===== config.mk =====
export PLATFORM = sky130hd
export DESIGN_NAME = thermal_fan_duty_stepper_flat
export DESIGN_NICKNAME = d
export VERILOG_FILES = /design/src/rtl/tfds_pkg.sv /design/src/rtl/tfds_if.sv /design/src/rtl/tfds_step.sv /design/src/rtl/thermal_fan_duty_stepper.sv /design/src/flat_wrapper.sv
export SDC_FILE = /design/constraint.sdc
export NUM_CORES = 1
export LEC_CHECK = 0
export BUFFER_PORTS_ARGS = -buffer_cell sky130_fd_sc_hd__clkbuf_2
export CORE_ASPECT_RATIO = 0.8
export CORE_UTILIZATION = 55
export CTS_CLUSTER_SIZE = 25
export DETAILED_ROUTE_END_ITERATION = 10
export GPL_ROUTABILITY_DRIVEN = 0
export PLACE_DENSITY = 0.86
export SLEW_MARGIN = 15
export SYNTH_ARGS = -nofsm -noshare
export SYNTH_HDL_FRONTEND = slang
export SYNTH_SLANG_ARGS = --single-unit

===== constraint.sdc =====
create_clock -name clk -period 6.8 [get_ports clk]
set_clock_uncertainty 0.1 [all_clocks]
set_input_delay 0.34 -clock clk [delete_from_list [all_inputs] [get_ports clk]]
set_output_delay 0.34 -clock clk [all_outputs]
set_load 0.05 [all_outputs]

===== src/rtl/tfds_pkg.sv =====
`default_nettype none
package tfds_pkg;

	localparam int TEMP_W    = 18;
	localparam int MASK_W    = 5;
	localparam int DUTY_W    = 7;
	localparam int LEVEL_W   = 2;
	localparam int FAN_COUNT = 5;

	localparam logic [MASK_W-1:0] MON_MASK = (FAN_COUNT >= MASK_W) ? {MASK_W{1'b1}} :
		MASK_W'((1 << FAN_COUNT) - 1);

	localparam logic [LEVEL_W-1:0] LVL_40  = 2'd0;
	localparam logic [LEVEL_W-1:0] LVL_65  = 2'd1;
	localparam logic [LEVEL_W-1:0] LVL_80  = 2'd2;
	localparam logic [LEVEL_W-1:0] LVL_100 = 2'd3;

	localparam logic [DUTY_W-1:0] DUTY_40  = 7'd40;
	localparam logic [DUTY_W-1:0] DUTY_65  = 7'd65;
	localparam logic [DUTY_W-1:0] DUTY_80  = 7'd80;
	localparam logic [DUTY_W-1:0] DUTY_100 = 7'd100;

	typedef logic signed [TEMP_W-1:0] temp_t;

	typedef struct packed {
		logic [LEVEL_W-1:0] level;
		logic               write;
		logic               fault;
	} step_t;

	function automatic logic [DUTY_W-1:0] duty_of(input logic [LEVEL_W-1:0] lvl);
		logic [DUTY_W-1:0] d;
		case (lvl)
			LVL_40:  d = DUTY_40;
			LVL_65:  d = DUTY_65;
			LVL_80:  d = DUTY_80;
			default: d = DUTY_100;
		endcase
		return d;
	endfunction

	function automatic temp_t up_at(input logic f2b, input logic [LEVEL_W-1:0] lvl);
		temp_t t;
		case (lvl)
			LVL_40:  t = f2b ? temp_t'(47950) : temp_t'(40850);
			LVL_65:  t = f2b ? temp_t'(49650) : temp_t'(44850);
			LVL_80:  t = f2b ? temp_t'(54050) : temp_t'(47400);
			default: t = temp_t'(0);
		endcase
		return t;
	endfunction

	function automatic temp_t down_at(input logic f2b, input logic [LEVEL_W-1:0] lvl);
		temp_t t;
		case (lvl)
			LVL_65:  t = f2b ? temp_t'(42050) : temp_t'(35400);
			LVL_80:  t = f2b ? temp_t'(47050) : temp_t'(40400);
			LVL_100: t = f2b ? temp_t'(52050) : temp_t'(45400);
			default: t = temp_t'(0);
		endcase
		return t;
	endfunction

endpackage
`default_nettype wire


===== src/rtl/tfds_if.sv =====
`default_nettype none
interface tfds_in_if;
	logic                            valid;
	logic                            ready;
	logic signed [tfds_pkg::TEMP_W-1:0] temp_first;
	logic signed [tfds_pkg::TEMP_W-1:0] temp_second;
	logic [tfds_pkg::MASK_W-1:0]     fan_present_mask;
	logic [tfds_pkg::MASK_W-1:0]     fan_failed_mask;
	logic                            airflow_front_to_back;

	modport source(output valid, temp_first, temp_second, fan_present_mask,
		fan_failed_mask, airflow_front_to_back, input ready);
	modport sink(input valid, temp_first, temp_second, fan_present_mask,
		fan_failed_mask, airflow_front_to_back, output ready);
endinterface

interface tfds_out_if;
	logic                        valid;
	logic                        ready;
	logic [tfds_pkg::DUTY_W-1:0] duty_percent;
	logic                        write_duty;

	modport source(output valid, duty_percent, write_duty, input ready);
	modport sink(input valid, duty_percent, write_duty, output ready);
endinterface
`default_nettype wire


===== src/rtl/tfds_step.sv =====
`default_nettype none
module tfds_step (
	input  wire logic [tfds_pkg::LEVEL_W-1:0]    level,
	input  wire logic signed [tfds_pkg::TEMP_W-1:0] temp_first,
	input  wire logic signed [tfds_pkg::TEMP_W-1:0] temp_second,
	input  wire logic [tfds_pkg::MASK_W-1:0]     fan_present_mask,
	input  wire logic [tfds_pkg::MASK_W-1:0]     fan_failed_mask,
	input  wire logic                            airflow_front_to_back,
	output tfds_pkg::step_t                      step
);

	logic signed [tfds_pkg::TEMP_W:0]   sum;
	logic signed [tfds_pkg::TEMP_W:0]   sum_adj;
	logic signed [tfds_pkg::TEMP_W-1:0] avg;
	logic                               fault;
	logic                               go_up;
	logic                               go_down;

	assign fault = ((fan_present_mask & tfds_pkg::MON_MASK) != tfds_pkg::MON_MASK) ||
		((fan_failed_mask & tfds_pkg::MON_MASK) != '0);

	// truncate toward zero
	assign sum     = {temp_first[tfds_pkg::TEMP_W-1], temp_first} +
		{temp_second[tfds_pkg::TEMP_W-1], temp_second};
	assign sum_adj = sum + {{tfds_pkg::TEMP_W{1'b0}}, sum[tfds_pkg::TEMP_W]};
	assign avg     = sum_adj[tfds_pkg::TEMP_W:1];

	assign go_up   = (avg >= tfds_pkg::up_at(airflow_front_to_back, level)) &&
		(level != tfds_pkg::LVL_100);
	assign go_down = (avg <= tfds_pkg::down_at(airflow_front_to_back, level)) &&
		(level != tfds_pkg::LVL_40);

	always_comb begin
		step.fault = fault;
		if (fault) begin
			step.level = tfds_pkg::LVL_100;
			step.write = 1'b1;
		end else if (go_up) begin
			step.level = level + 2'd1;
			step.write = 1'b1;
		end else if (go_down) begin
			step.level = level - 2'd1;
			step.write = 1'b1;
		end else begin
			step.level = level;
			step.write = 1'b0;
		end
	end

endmodule
`default_nettype wire


===== src/rtl/thermal_fan_duty_stepper.sv =====
// Stepped fan duty controller with hysteresis.
// Channel tick (sink): one request per management tick, carrying two
//   temperatures in millidegrees, present and failed fan masks and the
//   airflow direction bit.
// Channel duty (source): one result per request, duty_percent (40, 65, 80
//   or 100) and write_duty, set when a duty setting is issued.
// A request is registered on acceptance, decided against the duty level and
// lands in the result register when that register is empty or being taken.
// Throughput is one request per cycle while the receiver takes results; the
// level register is the only state carried between requests and updates as a
// request moves to the result register.
// When the receiver stalls, the result register holds and one more request
// is still taken into the input register; tick.ready drops only when both
// are full.
// Reset clears both valid flags and sets the level to 40 percent.
`default_nettype none
module thermal_fan_duty_stepper (
	input  wire logic clk,
	input  wire logic arst_n,
	tfds_in_if.sink   tick,
	tfds_out_if.source duty
);

	logic                               valid_s1;
	logic signed [tfds_pkg::TEMP_W-1:0] temp_first_s1;
	logic signed [tfds_pkg::TEMP_W-1:0] temp_second_s1;
	logic [tfds_pkg::MASK_W-1:0]        present_s1;
	logic [tfds_pkg::MASK_W-1:0]        failed_s1;
	logic                               f2b_s1;

	logic                               valid_s2;
	logic [tfds_pkg::DUTY_W-1:0]        duty_s2;
	logic                               write_s2;

	logic [tfds_pkg::LEVEL_W-1:0]       level_q;
	tfds_pkg::step_t                    step;
	logic                               advance;
	logic                               take;

	assign advance    = valid_s1 && (!valid_s2 || duty.ready);
	assign take       = tick.valid && tick.ready;
	assign tick.ready = !valid_s1 || advance;

	tfds_step u_step (
		.level                 (level_q),
		.temp_first            (temp_first_s1),
		.temp_second           (temp_second_s1),
		.fan_present_mask      (present_s1),
		.fan_failed_mask       (failed_s1),
		.airflow_front_to_back (f2b_s1),
		.step                  (step)
	);

	always_ff @(posedge clk or negedge arst_n) begin
		if (!arst_n) begin
			valid_s1 <= 1'b0;
			valid_s2 <= 1'b0;
			level_q  <= tfds_pkg::LVL_40;
		end else begin
			if (tick.ready) begin
				valid_s1 <= tick.valid;
			end
			if (advance) begin
				valid_s2 <= 1'b1;
				level_q  <= step.level;
			end else if (duty.ready) begin
				valid_s2 <= 1'b0;
			end
		end
	end

	always_ff @(posedge clk) begin
		if (take) begin
			temp_first_s1  <= tick.temp_first;
			temp_second_s1 <= tick.temp_second;
			present_s1     <= tick.fan_present_mask;
			failed_s1      <= tick.fan_failed_mask;
			f2b_s1         <= tick.airflow_front_to_back;
		end
		if (advance) begin
			duty_s2  <= tfds_pkg::duty_of(step.level);
			write_s2 <= step.write;
		end
	end

	assign duty.valid        = valid_s2;
	assign duty.duty_percent = duty_s2;
	assign duty.write_duty   = write_s2;

	a_level_hold: assert property (@(posedge clk) disable iff (!arst_n)
		!advance |=> $stable(level_q))
		else $error("level moved without a request advancing");

	a_fault_top: assert property (@(posedge clk) disable iff (!arst_n)
		advance && step.fault |=> level_q == tfds_pkg::LVL_100 && write_s2)
		else $error("fan fault did not force full duty");

	a_no_write_same: assert property (@(posedge clk) disable iff (!arst_n)
		advance && !step.write |=> level_q == $past(level_q))
		else $error("level changed without a write");

	a_duty_match: assert property (@(posedge clk) disable iff (!arst_n)
		valid_s2 |-> duty_s2 == tfds_pkg::duty_of(level_q))
		else $error("result duty disagrees with level");

endmodule
`default_nettype wire


===== src/flat_wrapper.sv =====
// flat-port wrapper written by rule: the top's interface ports become plain ports
module thermal_fan_duty_stepper_flat 
  (clk, arst_n, tick_valid, tick_temp_first, tick_temp_second, tick_fan_present_mask, tick_fan_failed_mask, tick_airflow_front_to_back, tick_ready, duty_valid, duty_duty_percent, duty_write_duty, duty_ready);
  tfds_in_if tick_i ();
  tfds_out_if duty_i ();
  input  wire logic clk;
  input  wire logic arst_n;
  input wire logic [$bits(tick_i.valid)-1:0] tick_valid;
  input wire logic [$bits(tick_i.temp_first)-1:0] tick_temp_first;
  input wire logic [$bits(tick_i.temp_second)-1:0] tick_temp_second;
  input wire logic [$bits(tick_i.fan_present_mask)-1:0] tick_fan_present_mask;
  input wire logic [$bits(tick_i.fan_failed_mask)-1:0] tick_fan_failed_mask;
  input wire logic [$bits(tick_i.airflow_front_to_back)-1:0] tick_airflow_front_to_back;
  output wire logic [$bits(tick_i.ready)-1:0] tick_ready;
  output wire logic [$bits(duty_i.valid)-1:0] duty_valid;
  output wire logic [$bits(duty_i.duty_percent)-1:0] duty_duty_percent;
  output wire logic [$bits(duty_i.write_duty)-1:0] duty_write_duty;
  input wire logic [$bits(duty_i.ready)-1:0] duty_ready;
  assign tick_i.valid = tick_valid;
  assign tick_i.temp_first = tick_temp_first;
  assign tick_i.temp_second = tick_temp_second;
  assign tick_i.fan_present_mask = tick_fan_present_mask;
  assign tick_i.fan_failed_mask = tick_fan_failed_mask;
  assign tick_i.airflow_front_to_back = tick_airflow_front_to_back;
  assign tick_ready = tick_i.ready;
  assign duty_valid = duty_i.valid;
  assign duty_duty_percent = duty_i.duty_percent;
  assign duty_write_duty = duty_i.write_duty;
  assign duty_i.ready = duty_ready;
  thermal_fan_duty_stepper u_core (.clk(clk), .arst_n(arst_n), .tick(tick_i), .duty(duty_i));
endmodule

==> results of run 1 <==
-- cells in the mapped netlist (all sizes together), types with 4 or more instances --
| cell type | instances | area [um^2] |
|---|---|---|
| nor2b | 5 | 31.3 |
| nor3b | 4 | 40.0 |
| xor2 | 11 | 104 |
| a2111oi | 4 | 35.0 |
| edfxtp | 54 | 1620 |
| nand2b | 9 | 56.3 |
| inv | 22 | 82.6 |
| xnor2 | 18 | 158 |
| o21bai | 5 | 37.5 |
| nor4 | 4 | 31.3 |
| nand2 | 34 | 128 |
| and2 | 4 | 25.0 |
| a31oi | 6 | 52.6 |
| nor3 | 9 | 45.0 |
| ha | 53 | 663 |
| o21ai | 20 | 104 |
| a21oi | 29 | 164 |
| nand4 | 9 | 56.3 |
| a21o | 4 | 30.0 |
| or2 | 6 | 40.0 |
| dfrtp | 4 | 100 |
| a211oi | 7 | 62.6 |
| o211ai | 10 | 75.1 |
| nor2 | 42 | 160 |
| nand3 | 8 | 40.0 |
| clkbuf | 9 | 33.8 |
-- power by group through the flow --
stage	logic [W]	registers, W	clock network, W
floorplan	0.000362	0.000436	0
CTS	0.000472	0.000427	0.000352
detailed placement	0.000464	0.000434	0
global route	0.000534	0.000429	0.000365
global placement	0.000444	0.000433	0
finish	0.000481	0.000427	0.000346
-- registers in the layout, summed over array words and instances (netlist names) --
| name | count |
|---|---|
| u_core.level_q | 2 |
| u_core.temp_second_s1 | 18 |
| u_core.valid_s1 | 1 |
| u_core.temp_first_s1 | 18 |
| u_core.duty.write_duty | 1 |
| u_core.present_s1 | 5 |
| u_core.f2b_s1 | 1 |
| u_core.duty.duty_percent | 6 |
| u_core.duty.valid | 1 |
| u_core.failed_s1 | 5 |
-- stage by stage --
stage	setup slack [ps]	utilization (%)
after floorplan	1180	-
after global placement	751	61.5
after detailed placement	616	61.5
after CTS	578	64.2
after global routing	43.2	64.3
final	474	64.3
-- layer usage --
| layer | GRT usage, % | routed length (um) |
|---|---|---|
| met4 | 9.73 | 218 |
| met1 | 31.3 | 4230 |
| met3 | 5.89 | 543 |
| met5 | 0 | 0 |
| met2 | 36.8 | 4380 |
-- placed cells by master (no fill, tap or decap), drive strengths merged, types with 6 or more instances in the layout --
master | netlist | layout
xor2 | 11 | 11
or2 | 6 | 6
nand3 | 8 | 8
nand2 | 34 | 34
xnor2 | 18 | 18
edfxtp | 54 | 54
o21ai | 20 | 20
ha | 53 | 53
a31oi | 6 | 6
a21oi | 29 | 29
o211ai | 10 | 10
nand2b | 9 | 9
nand4 | 9 | 9
nor2 | 42 | 42
inv | 22 | 22
clkbuf | 9 | 68
a211oi | 7 | 7
nor3 | 9 | 9
-- critical path: stages, from the launching register on --
cell                       delay (ps)
sky130_fd_sc_hd__edfxtp_1         380
sky130_fd_sc_hd__ha_1             230
sky130_fd_sc_hd__inv_1             70
sky130_fd_sc_hd__fa_1             190
sky130_fd_sc_hd__nand2b_1         180
sky130_fd_sc_hd__a21oi_1          140
sky130_fd_sc_hd__o2111a_1         270
sky130_fd_sc_hd__a211oi_2         450
sky130_fd_sc_hd__a41oi_2          250
sky130_fd_sc_hd__inv_1            100
sky130_fd_sc_hd__ha_1             170
sky130_fd_sc_hd__and4b_1          270
sky130_fd_sc_hd__and2_1           190
sky130_fd_sc_hd__nand2_1           80
sky130_fd_sc_hd__xnor2_1          310
sky130_fd_sc_hd__ha_1             310
sky130_fd_sc_hd__a21o_1           200
sky130_fd_sc_hd__a21oi_1          170
sky130_fd_sc_hd__nor2b_1           70
sky130_fd_sc_hd__a2111o_1         350
sky130_fd_sc_hd__a21oi_1          200
sky130_fd_sc_hd__a221oi_2          90
sky130_fd_sc_hd__or3_4            420
sky130_fd_sc_hd__a21oi_2          210
sky130_fd_sc_hd__nor2_1           100
sky130_fd_sc_hd__o31a_1           290
sky130_fd_sc_hd__ha_1             290
sky130_fd_sc_hd__inv_1             30
-- final timing paths --
check | from | endpoint | cells after the start
worst min register to register | u_core.valid_s1 | u_core.duty.valid | 1
max in group asynchronous | arst_n | u_core.level_q[1] | 2
worst min-delay path | tick_temp_second[6] | u_core.temp_second_s1[6] | 1
worst max-delay path | u_core.temp_second_s1[0] | u_core.duty.duty_percent[5] | 27
min in group asynchronous | arst_n | u_core.valid_s1 | 2
worst max register to register | u_core.temp_second_s1[0] | u_core.duty.duty_percent[5] | 27
-- cell type report --
cell class	instances	area, um^2
clock buffer	9	124
timing repair buffer	60	305
inverter	22	82.6
fill	628	2840
sequential	58	1720
clock inverter	6	82.6
tap	108	135
multi-input combinational	352	2660
-- cells by family (layout without fill, tap and decap cells) --
family	count (synthesis)	in the layout	share of synthesized area [%]
buffers and inverters	34	97	3.24
flip-flops	58	58	38.1
other	1	1	0.0830
XOR/XNOR	29	29	5.79
AO/OA/AOI/OAI	114	114	19.1
multiplexers	3	3	0.665
adder cells (fa/ha/maj)	54	54	15.1
AND/OR/NAND/NOR	151	151	17.9
==> tab_implementation.tex, run 1 <==
\begin{tabular}{lr}
\hline
Metric & Value \\
\hline
\multicolumn{2}{l}{\textbf{Global route}} \\
Number of antenna violations at the first check in global routing & 0 \\
GRT Util Overall & 23.6\% \\
Vias in the first global route & 3461 \\
Total congestion overflow & 0 \\
Wire length of the first global-routing pass & 15500 um \\
Pin count of the biggest net entering global routing & 48 \\
\multicolumn{2}{l}{\textbf{Final layout}} \\
Filler-free cell count of the finished design & 615 \\
Inserted Diodes & 0 \\
Summed area of non-filler cells in the final layout & 5110 um\^{}2 \\
Final-stage net count & 608 \\
Share of cells above drive strength 1 & 20.3\% \\
Area overhead of the layout relative to synthesis & 13.1\% \\
\multicolumn{2}{l}{\textbf{STA}} \\
Number of pins with negative max-slew slack in the final report & 0 \\
Worst hold slack & 58.0 ps \\
Final-report setup violation count & 0 \\
Final Hold Viols & 0 \\
Post-route fraction of the period consumed by the critical path & 93.0\% \\
Transition at the pin with the smallest max-transition slack & 1070 ps \\
Final-layout setup total negative slack & 0 ps \\
Unrepaired setup endpoints after global routing & false \\
Upper clock frequency limit & 158 MHz \\
Minimum period implied by the final worst setup slack & 6330 ps \\
Rel. slew slack & 28.8\% \\
\multicolumn{2}{l}{\textbf{Floorplanning}} \\
Number of top-level pins & 61 \\
Starting utilization of the core area & 56.9\% \\
Area of the die & 8580 um\^{}2 \\
Placeable Area & 7950 um\^{}2 \\
Std cell rows & 29 \\
Die span in x & 103 um \\
Die outline height & 83.1 um \\
\multicolumn{2}{l}{\textbf{Pwr}} \\
Power density cells & 246 nW/um\^{}2 \\
Power after layout & 0.00125 W \\
Total internal power & 0.000807 W \\
Share of total power consumed by net switching & 35.6\% \\
Sequential share of power & 34.1\% \\
Power spent charging and discharging nets & 0.000447 W \\
Lkg Pwr & 2.05 nW \\
Combinational share of power & 38.3\% \\
Proportion of power drawn by the clock network & 27.6\% \\
Peak supply drop & 0.167 mV \\
\multicolumn{2}{l}{\textbf{Placed design}} \\
Instance area at placement & 4890 um\^{}2 \\
Placed instance count & 599 \\
Count of input and output buffers & 59 \\
Detailed placer's ending HPWL & 6960 um \\
\multicolumn{2}{l}{\textbf{Detailed routing}} \\
Count of antenna-violating nets left after detailed routing & 0 \\
Via count of the routed design & 3664 \\
Post-detailed-route via-to-cell ratio & 5.96 \\
Total DRC errors in the routed layout & 0 \\
Iteration-0 DRC Markers & 317 \\
Aggregate routed wire length & 9370 um \\
Average detailed-routed wire length per instance & 15.2 um \\
Total iterations of the first detailed-routing run & 5 \\
\multicolumn{2}{l}{\textbf{Clocking}} \\
TritonCTS buffer count & 9 \\
Worst-path clk slew & 70 ps \\
Count of hold-fix buffers inserted at cts & 1 \\
CTS tree & done \\
Count of cells resized by post-cts repair & 0 \\
Setup repair bufs after CTS & 0 \\
Clk root buf & sky130\_fd\_sc\_hd\_\_clkbuf\_8 \\
Clk buf depth & 2 \\
H-tree levels & 3 \\
Worst-Skew Late Latency & 350 ps \\
Sinks on the clock net & 58 \\
\multicolumn{2}{l}{\textbf{Synthesis}} \\
Synthesized net count & 549 \\
Cell variety after synth & 72 \\
Post-Syn Instances & 444 \\
Top FF cell, synth & sky130\_fd\_sc\_hd\_\_edfxtp\_1 \\
Syn\_area\_per\_cell & 10.2 um\^{}2 \\
Fraction of registers with async set or reset after synthesis & 6.90\% \\
Cell Area, Synth & 4520 um\^{}2 \\
Seq/Total Area, Yosys & 38.1\% \\
Yosys warning total & 0 \\
Number of synthesized flops with an enable pin & 54 \\
Synthesized flop and latch total & 58 \\
\multicolumn{2}{l}{\textbf{Min path}} \\
Hold/Removal Path Class & input port to register \\
\multicolumn{2}{l}{\textbf{Setup path}} \\
Largest fanout on the critical path & 6 \\
Type of element capturing the critical path & register \\
Setup crit start kind & register \\
CP Class & register to register \\
Data required time of the worst path & 6820 ps \\
CP arrival & 6340 ps \\
Reg2Reg Setup Slack & 470 ps \\
\multicolumn{2}{l}{\textbf{Flow run}} \\
Max\_cap viols & 0 \\
\multicolumn{2}{l}{\textbf{Outcome}} \\
Status & finished, final reports clean \\
\hline
\end{tabular}
(Power assumes the default switching activity.)
==> run 2: changes to the inputs <==
--- a/config.mk
+++ b/config.mk
@@ -8,3 +8,2 @@
 export BUFFER_PORTS_ARGS = -buffer_cell sky130_fd_sc_hd__clkbuf_2
-export CORE_ASPECT_RATIO = 0.8
 export CORE_UTILIZATION = 55
@@ -14,3 +13,2 @@
 export PLACE_DENSITY = 0.86
-export SLEW_MARGIN = 15
 export SYNTH_ARGS = -nofsm -noshare
==> constraint.sdc (replaced) <==
create_clock -name clk -period 6.8 [get_ports clk]
set_clock_uncertainty 0.1 [all_clocks]
set_input_delay 0.68 -clock clk [delete_from_list [all_inputs] [get_ports clk]]
set_output_delay 0.68 -clock clk [all_outputs]
set_load 0.05 [all_outputs]
==> run 2 against run 1 <==
Compared with the run above: via count is 1.1% lower; cell area hardly changed; wire length decreased by 1.6%; die area is essentially flat; flip-flop and latch count unchanged; fmax grew 1.3%; clock-buffer cell count grew 2; critical endpoint unchanged; first-iteration DRC count fell by 49%; sequential share of layout area is essentially flat; highest routed layer unchanged.
==> tab_implementation.tex, run 2 (synthesis gave the netlist of run 1 again) <==
\begin{tabular}{lr}
\hline
Metric & Value \\
\hline
\multicolumn{2}{l}{\textbf{Placed design}} \\
Pre-CTS worst setup slack & 541 ps (-75.4 ps) \\
Instance area at placement & 4880 um\^{}2 (-0.15\%) \\
Detailed placer's ending HPWL & 6940 um (-0.32\%) \\
Count of input and output buffers & 59 (unchanged) \\
\multicolumn{2}{l}{\textbf{Floorplanning}} \\
Area of the die & 8580 um\^{}2 (about the same) \\
Die outline height & 92.6 um (+12\%) \\
Starting utilization of the core area & 57.6\% (+0.72 points) \\
Number of top-level pins & 61 (unchanged) \\
Placeable Area & 7850 um\^{}2 (-1.2\%) \\
Std cell rows & 32 (+10\%) \\
Die span in x & 92.6 um (-10\%) \\
\multicolumn{2}{l}{\textbf{Setup path}} \\
CP Class & register to register \\
Worst R2R End & u\_core.duty.duty\_percent[5] \\
Largest fanout on the critical path & 7 (+1) \\
Setup crit start kind & register \\
CP arrival & 6260 ps (-80 ps) \\
Crit path capture & u\_core.duty.duty\_percent[5] \\
CP dominant cell by count & sky130\_fd\_sc\_hd\_\_ha\_1 \\
Launching instance or port of the critical path & u\_core.temp\_first\_s1[0] \\
Type of element capturing the critical path & register \\
Cell count of the worst reg-to-reg path & 26 (-3.7\%) \\
Reg2Reg Setup Slack & 550 ps (+80 ps) \\
Data required time of the worst path & 6810 ps (about the same) \\
Library cell contributing the largest single delay on the critical path & sky130\_fd\_sc\_hd\_\_a2111oi\_1 \\
Reg2Reg Launch Point & u\_core.temp\_first\_s1[0] \\
Peak per-stage delay on the critical path & 420 ps (-30 ps) \\
\multicolumn{2}{l}{\textbf{Pwr}} \\
Proportion of power drawn by the clock network & 28.0\% (+0.4 points) \\
Power density cells & 245 nW/um\^{}2 (-0.13\%) \\
Power after layout & 0.00125 W (-0.11\%) \\
Share of total power consumed by net switching & 34.5\% (-1.1 points) \\
Combinational share of power & 37.9\% (-0.4 points) \\
Sequential share of power & 34.0\% (about the same) \\
Total internal power & 0.000821 W (+1.7\%) \\
Peak supply drop & 0.165 mV (-1.3\%) \\
Lkg Pwr & 2.05 nW (about the same) \\
Power spent charging and discharging nets & 0.000432 W (-3.3\%) \\
\multicolumn{2}{l}{\textbf{Detailed routing}} \\
Via count of the routed design & 3622 (-1.1\%) \\
Total DRC errors in the routed layout & 0 (unchanged) \\
Count of antenna-violating nets left after detailed routing & 0 (unchanged) \\
Aggregate routed wire length & 9210 um (-1.6\%) \\
Total iterations of the first detailed-routing run & 5 (unchanged) \\
Post-detailed-route via-to-cell ratio & 5.95 (-0.17\%) \\
Iteration-0 DRC Markers & 162 (-49\%) \\
Average detailed-routed wire length per instance & 15.1 um (-0.67\%) \\
\multicolumn{2}{l}{\textbf{Global route}} \\
GRT Util Overall & 23.1\% (-0.57 points) \\
Pin count of the biggest net entering global routing & 48 (unchanged) \\
Number of antenna violations at the first check in global routing & 0 (unchanged) \\
Wire length of the first global-routing pass & 15600 um (+0.53\%) \\
Total congestion overflow & 0 (unchanged) \\
Vias in the first global route & 3600 (+4.0\%) \\
\multicolumn{2}{l}{\textbf{Final layout}} \\
Post-layout util & 65.1\% (+0.83 points) \\
Summed area of non-filler cells in the final layout & 5110 um\^{}2 (about the same) \\
Most common cell after layout, fill and taps aside & sky130\_fd\_sc\_hd\_\_clkbuf\_2 \\
Number of filler instances in the final layout & 667 (+6.2\%) \\
Area overhead of the layout relative to synthesis & 13.1\% (about the same) \\
Inserted Diodes & 0 (unchanged) \\
Most frequent cells in the layout & 59 x sky130\_fd\_sc\_hd\_\_clkbuf\_2, 54 x sky130\_fd\_sc\_hd\_\_edfxtp\_1, 53 x sky130\_fd\_sc\_hd\_\_ha\_1 \\
Share of cells above drive strength 1 & 20.3\% (unchanged) \\
Final-stage net count & 607 (-0.16\%) \\
\multicolumn{2}{l}{\textbf{STA}} \\
Final Hold Viols & 0 (unchanged) \\
Upper clock frequency limit & 160 MHz (+1.3\%) \\
Number of pins with negative max-slew slack in the final report & 0 (unchanged) \\
Final-layout setup total negative slack & 0 ps (unchanged) \\
Transition at the pin with the smallest max-transition slack & 1080 ps (+13.0 ps) \\
Unrepaired setup endpoints after global routing & false \\
Rel. slew slack & 27.3\% (-1.5 points) \\
Minimum period implied by the final worst setup slack & 6250 ps (-78.9 ps) \\
Post-route fraction of the period consumed by the critical path & 91.9\% (-1.2 points) \\
Final critical-path setup slack & 553 ps (+78.9 ps) \\
Final-report setup violation count & 0 (unchanged) \\
\multicolumn{2}{l}{\textbf{Clocking}} \\
Count of hold-fix buffers inserted at cts & 0 (-1) \\
Clk root buf & sky130\_fd\_sc\_hd\_\_clkbuf\_8 \\
Sinks on the clock net & 58 (unchanged) \\
Worst-Skew Late Latency & 340 ps (about the same) \\
CTS tree & done \\
Worst-path clk slew & 70 ps (about the same) \\
H-tree levels & 3 (unchanged) \\
TritonCTS buffer count & 9 (unchanged) \\
Clk buf depth & 2 (unchanged) \\
\multicolumn{2}{l}{\textbf{Outcome}} \\
Status & finished, final reports clean \\
\multicolumn{2}{l}{\textbf{Flow run}} \\
Max\_cap viols & 0 (unchanged) \\
\multicolumn{2}{l}{\textbf{Min path}} \\
Hold/Removal Path Class & input port to async pin \\
\hline
\end{tabular}
-- run 2: how the worst min path moves through the flow --
stage	start	end	slack [ps]	cells after the start
finish	arst_n	u_core.duty.valid	40	1
global route	arst_n	u_core.duty.valid	30	1
CTS	arst_n	u_core.duty.valid	20	1
detailed placement	u_core.valid_s1	u_core.duty.valid	390	1
global placement	u_core.valid_s1	u_core.duty.valid	370	1
floorplan	arst_n	u_core.duty.valid	280	0
-- run 2: metrics by stage --
stage                     std cells  hold WS [ps]
after floorplan                 444           284
after global placement          593           370
after detailed placement        593           386
after CTS                       609          20.7
after global routing            609          30.0
final                           609          35.4
-- run 2: timing repair --
item / 4_1_cts / 5_1_grt
gates resized for setup: 0 / 4
setup buffers: 0 / 0
setup endpoints to repair: 0 / 6
-- run 2: layout make-up --
cell class	instances	area, um^2	share of cell area [%]
clock buffer	11	141	2.77
clock inverter	5	77.6	1.52
inverter	22	82.6	1.62
multi-input combinational	352	2660	52.1
sequential	58	1720	33.7
tap	102	128	2.50
timing repair buffer	59	295	5.78
-- run 2: metal layers --
layer / part of all wire (%) / track usage [%] / up-vias
met1: 41 / 26.8 / 1682
met4: 2.3 / 10.0 / 0
met3: 5.5 / 4.93 / 24
met5: 0 / 0 / -
met2: 51 / 40.9 / 132
li1: - / - / 1784
-- run 2: power by group through the flow --
stage | clock network [W] | registers, W | logic (W)
after floorplan | 0 | 0.000436 | 0.000362
after global placement | 0 | 0.000433 | 0.000441
after detailed placement | 0 | 0.000434 | 0.000462
after CTS | 0.000361 | 0.000427 | 0.000466
after global routing | 0.000373 | 0.000429 | 0.000531
final | 0.000351 | 0.000427 | 0.000475
-- run 2: worst max-delay path, delay by kind of cell, from the launching register on --
kind,cells,cell delay (ps)
fa+ha+maj,5,1170
xor+xnor,1,260
buf+inv,3,200
compound gates,10,2390
simple gates,7,1520
flops,1,390
==> run 3: changes to the inputs <==
Settings changed: ABC_AREA set to 1, CTS_CLUSTER_DIAMETER set to 30, PLACE_DENSITY 0.86 to 0.85.
==> run 3 against run 2 <==
Compared with the run above: power increased by 2.2%; critical path depth increased by 8; area after synthesis rose by 6.8%; via count rose by 22%; sequential power increased by 0.9%; flip-flop and latch count is the same; core utilization rose by 0.79 points; wire length rose by 16%.
==> tab_implementation.tex, run 3 <==
\begin{tabular}{lr}
\hline
Metric & Value \\
\hline
\multicolumn{2}{l}{\textbf{Outcome}} \\
Status & finished, final reports clean \\
\multicolumn{2}{l}{\textbf{STA}} \\
Final-layout setup total negative slack & 0 ps (unchanged) \\
Upper clock frequency limit & 178 MHz (+11\%) \\
Minimum period implied by the final worst setup slack & 5610 ps (-642 ps) \\
Unrepaired setup endpoints after global routing & false \\
Number of pins with negative max-slew slack in the final report & 0 (unchanged) \\
Post-route fraction of the period consumed by the critical path & 82.4\% (-9.4 points) \\
Transition at the pin with the smallest max-transition slack & 537 ps (-544 ps) \\
Final-report setup violation count & 0 (unchanged) \\
Final Hold Viols & 0 (unchanged) \\
Rel. slew slack & 64.2\% (+37 points) \\
\multicolumn{2}{l}{\textbf{Clocking}} \\
Clk buf depth & 2 (unchanged) \\
Count of hold-fix buffers inserted at cts & 0 (unchanged) \\
CTS tree & done \\
Count of cells resized by post-cts repair & 0 (unchanged) \\
Worst-Skew Late Latency & 350 ps (about the same) \\
H-tree levels & 3 (unchanged) \\
Clk root buf & sky130\_fd\_sc\_hd\_\_clkbuf\_8 \\
TritonCTS buffer count & 9 (unchanged) \\
Sinks on the clock net & 58 (unchanged) \\
Setup repair bufs after CTS & 0 (unchanged) \\
Worst-path clk slew & 80 ps (about the same) \\
\multicolumn{2}{l}{\textbf{Synthesis}} \\
Seq/Total Area, Yosys & 35.7\% (-2.4 points) \\
Yosys warning total & 0 (unchanged) \\
Cell variety after synth & 37 (-49\%) \\
Most common library cells after synthesis & 198 x sky130\_fd\_sc\_hd\_\_nand2\_1, 110 x sky130\_fd\_sc\_hd\_\_inv\_1, 54 x sky130\_fd\_sc\_hd\_\_edfxtp\_1 \\
Top FF cell, synth & sky130\_fd\_sc\_hd\_\_edfxtp\_1 \\
Top-area cell type share of the netlist area & 33.6\% (-2.3 points) \\
Number of synthesized flops with an enable pin & 54 (unchanged) \\
Largest area contributor in the synthesized netlist & sky130\_fd\_sc\_hd\_\_edfxtp\_1 \\
Synthesized flop and latch total & 58 (unchanged) \\
Main area contributors after synthesis & sky130\_fd\_sc\_hd\_\_edfxtp\_1 34\%, sky130\_fd\_sc\_hd\_\_nand2\_1 15\%, sky130\_fd\_sc\_hd\_\_ha\_1 14\% \\
Fraction of registers with async set or reset after synthesis & 6.90\% (unchanged) \\
Cell Area, Synth & 4820 um\^{}2 (+6.8\%) \\
Cell with the most instances after synthesis & sky130\_fd\_sc\_hd\_\_nand2\_1 \\
Syn\_area\_per\_cell & 7.49 um\^{}2 (-26\%) \\
Post-Syn Instances & 644 (+45\%) \\
Synthesized net count & 749 (+36\%) \\
\multicolumn{2}{l}{\textbf{Pwr}} \\
Peak supply drop & 0.167 mV (+1.7\%) \\
Lkg Pwr & 2.85 nW (+39\%) \\
Power density cells & 233 nW/um\^{}2 (-5.0\%) \\
\multicolumn{2}{l}{\textbf{Setup path}} \\
Largest fanout on the critical path & 5 (-2) \\
Type of element capturing the critical path & register \\
Reg2Reg Setup Slack & 1190 ps (+640 ps) \\
Sum of buffers and inverters on the critical path & 5 (+2) \\
Top delay family on crit path & simple AND/OR/NAND/NOR gates \\
CP Class & register to register \\
Cell count of the worst reg-to-reg path & 34 (+31\%) \\
Library cell contributing the largest single delay on the critical path & sky130\_fd\_sc\_hd\_\_fa\_1 \\
Peak per-stage delay on the critical path & 380 ps (-40 ps) \\
Launching instance or port of the critical path & u\_core.temp\_second\_s1[0] \\
Crit path capture & u\_core.duty.duty\_percent[5] \\
Worst R2R End & u\_core.duty.duty\_percent[5] \\
CP arrival & 5630 ps (-630 ps) \\
Reg2Reg Launch Point & u\_core.temp\_second\_s1[0] \\
CP dominant cell by count & sky130\_fd\_sc\_hd\_\_nand3\_1 \\
Data required time of the worst path & 6820 ps (about the same) \\
Setup crit start kind & register \\
Critical path depth in cells & 34 (+31\%) \\
\multicolumn{2}{l}{\textbf{Global route}} \\
Number of antenna violations at the first check in global routing & 0 (unchanged) \\
Vias in the first global route & 4174 (+16\%) \\
Pin count of the biggest net entering global routing & 47 (-2.1\%) \\
GRT Util Overall & 25.2\% (+2.1 points) \\
Wire length of the first global-routing pass & 17700 um (+13\%) \\
Total congestion overflow & 0 (unchanged) \\
\multicolumn{2}{l}{\textbf{Detailed routing}} \\
Count of antenna-violating nets left after detailed routing & 0 (unchanged) \\
Total DRC errors in the routed layout & 0 (unchanged) \\
Aggregate routed wire length & 10700 um (+16\%) \\
Post-detailed-route via-to-cell ratio & 5.36 (-9.8\%) \\
Average detailed-routed wire length per instance & 13.0 um (-14\%) \\
Via count of the routed design & 4413 (+22\%) \\
Iteration-0 DRC Markers & 237 (+46\%) \\
Total iterations of the first detailed-routing run & 5 (unchanged) \\
\multicolumn{2}{l}{\textbf{Floorplanning}} \\
Std cell rows & 33 (+3.1\%) \\
Number of top-level pins & 61 (unchanged) \\
Die outline height & 95.7 um (+3.3\%) \\
Die span in x & 95.7 um (+3.3\%) \\
Area of the die & 9150 um\^{}2 (+6.6\%) \\
Starting utilization of the core area & 57.8\% (+0.27 points) \\
Placeable Area & 8340 um\^{}2 (+6.3\%) \\
\multicolumn{2}{l}{\textbf{Final layout}} \\
Area overhead of the layout relative to synthesis & 13.9\% \\
Inserted Diodes & 0 (unchanged) \\
Final-stage net count & 818 (+35\%) \\
Summed area of non-filler cells in the final layout & 5500 um\^{}2 (+7.6\%) \\
Most common cell after layout, fill and taps aside & sky130\_fd\_sc\_hd\_\_nand2\_1 \\
Most frequent cells in the layout & 198 x sky130\_fd\_sc\_hd\_\_nand2\_1, 109 x sky130\_fd\_sc\_hd\_\_inv\_1, 59 x sky130\_fd\_sc\_hd\_\_clkbuf\_2 \\
Share of cells above drive strength 1 & 16.2\% (-4.2 points) \\
\multicolumn{2}{l}{\textbf{Flow run}} \\
Max\_cap viols & 0 (unchanged) \\
\multicolumn{2}{l}{\textbf{Min path}} \\
Hold/Removal Path Class & input port to async pin \\
\multicolumn{2}{l}{\textbf{Placed design}} \\
Detailed placer's ending HPWL & 8370 um (+21\%) \\
Instance area at placement & 5250 um\^{}2 (+7.6\%) \\
Count of input and output buffers & 59 (unchanged) \\
\hline
\end{tabular}
run 3: cell types whose count changed in the layout (fill, tap and decap cells not counted), moves of 10 or more:
cell / before / now
sky130_fd_sc_hd__nand2_1: 34 / 198
sky130_fd_sc_hd__nand3_1: 8 / 53
sky130_fd_sc_hd__o211ai_1: 10 / 0
sky130_fd_sc_hd__inv_1: 22 / 109
sky130_fd_sc_hd__nand2_2: 0 / 16
sky130_fd_sc_hd__xnor2_1: 18 / 1
run 3: power breakdown:
group	internal [W]	leakage, nW	total [W]	switching, W
Combinational	0.000147	2.17	0.000448	0.000301
Clock	0.000246	0.124	0.000401	0.000155
Sequential	0.000422	0.551	0.000431	0.00000922
run 3: cells by family (layout without fill, tap and decap cells):
logic type	after synthesis	after routing	synth area share, %
adders and majority gates	54	54	14.2
xor gates and xnor gates	9	9	1.63
and+or+nand+nor	350	350	33.3
AOI/OAI and AO/OA	52	52	5.71
DFF	58	58	35.7
buffers and inverters	120	194	9.41
other	1	1	0.0777
run 3: metrics by stage:
| step | util [%] | setup WS (ps) | cells | hold WS, ps | power (W) |
|---|---|---|---|---|---|
| floorplan | - | 1990 | 644 | 284 | 0.000772 |
| global placement | 62.9 | 1630 | 807 | 394 | 0.000854 |
| detailed placement | 62.9 | 1300 | 807 | 402 | 0.000874 |
| CTS | 65.9 | 1270 | 823 | 19.9 | 0.00128 |
| global route | 65.9 | 746 | 823 | 20.8 | 0.00136 |
| finish | 65.9 | 1190 | 823 | 22.2 | 0.00128 |
run 3: worst min path at each step:
stage	end	slack, ps	depth (start not counted)
after floorplan	u_core.duty.valid	280	0
after global placement	u_core.level_q[1]	390	1
after detailed placement	u_core.level_q[1]	400	1
after CTS	u_core.level_q[1]	20	1
after global routing	u_core.level_q[0]	20	1
final	u_core.level_q[0]	20	1
run 3: layout make-up:
cell class | count | area (um^2)
Sequential cell | 58 | 1720
Multi-Input combinational cell | 466 | 2650
Clock inverter | 7 | 125
Timing Repair Buffer | 60 | 303
Fill cell | 661 | 2840
Clock buffer | 9 | 124
Tap cell | 105 | 131
Inverter | 118 | 443
run 3: per-layer routing:
metal / track usage, % / routed length (um) / vias up
met4: 12.4 / 374 / 0
met5: 0 / 0 / -
met1: 29.1 / 4360 / 1963
met2: 44.5 / 5350 / 176
li1: - / - / 2237
met3: 4.86 / 592 / 37
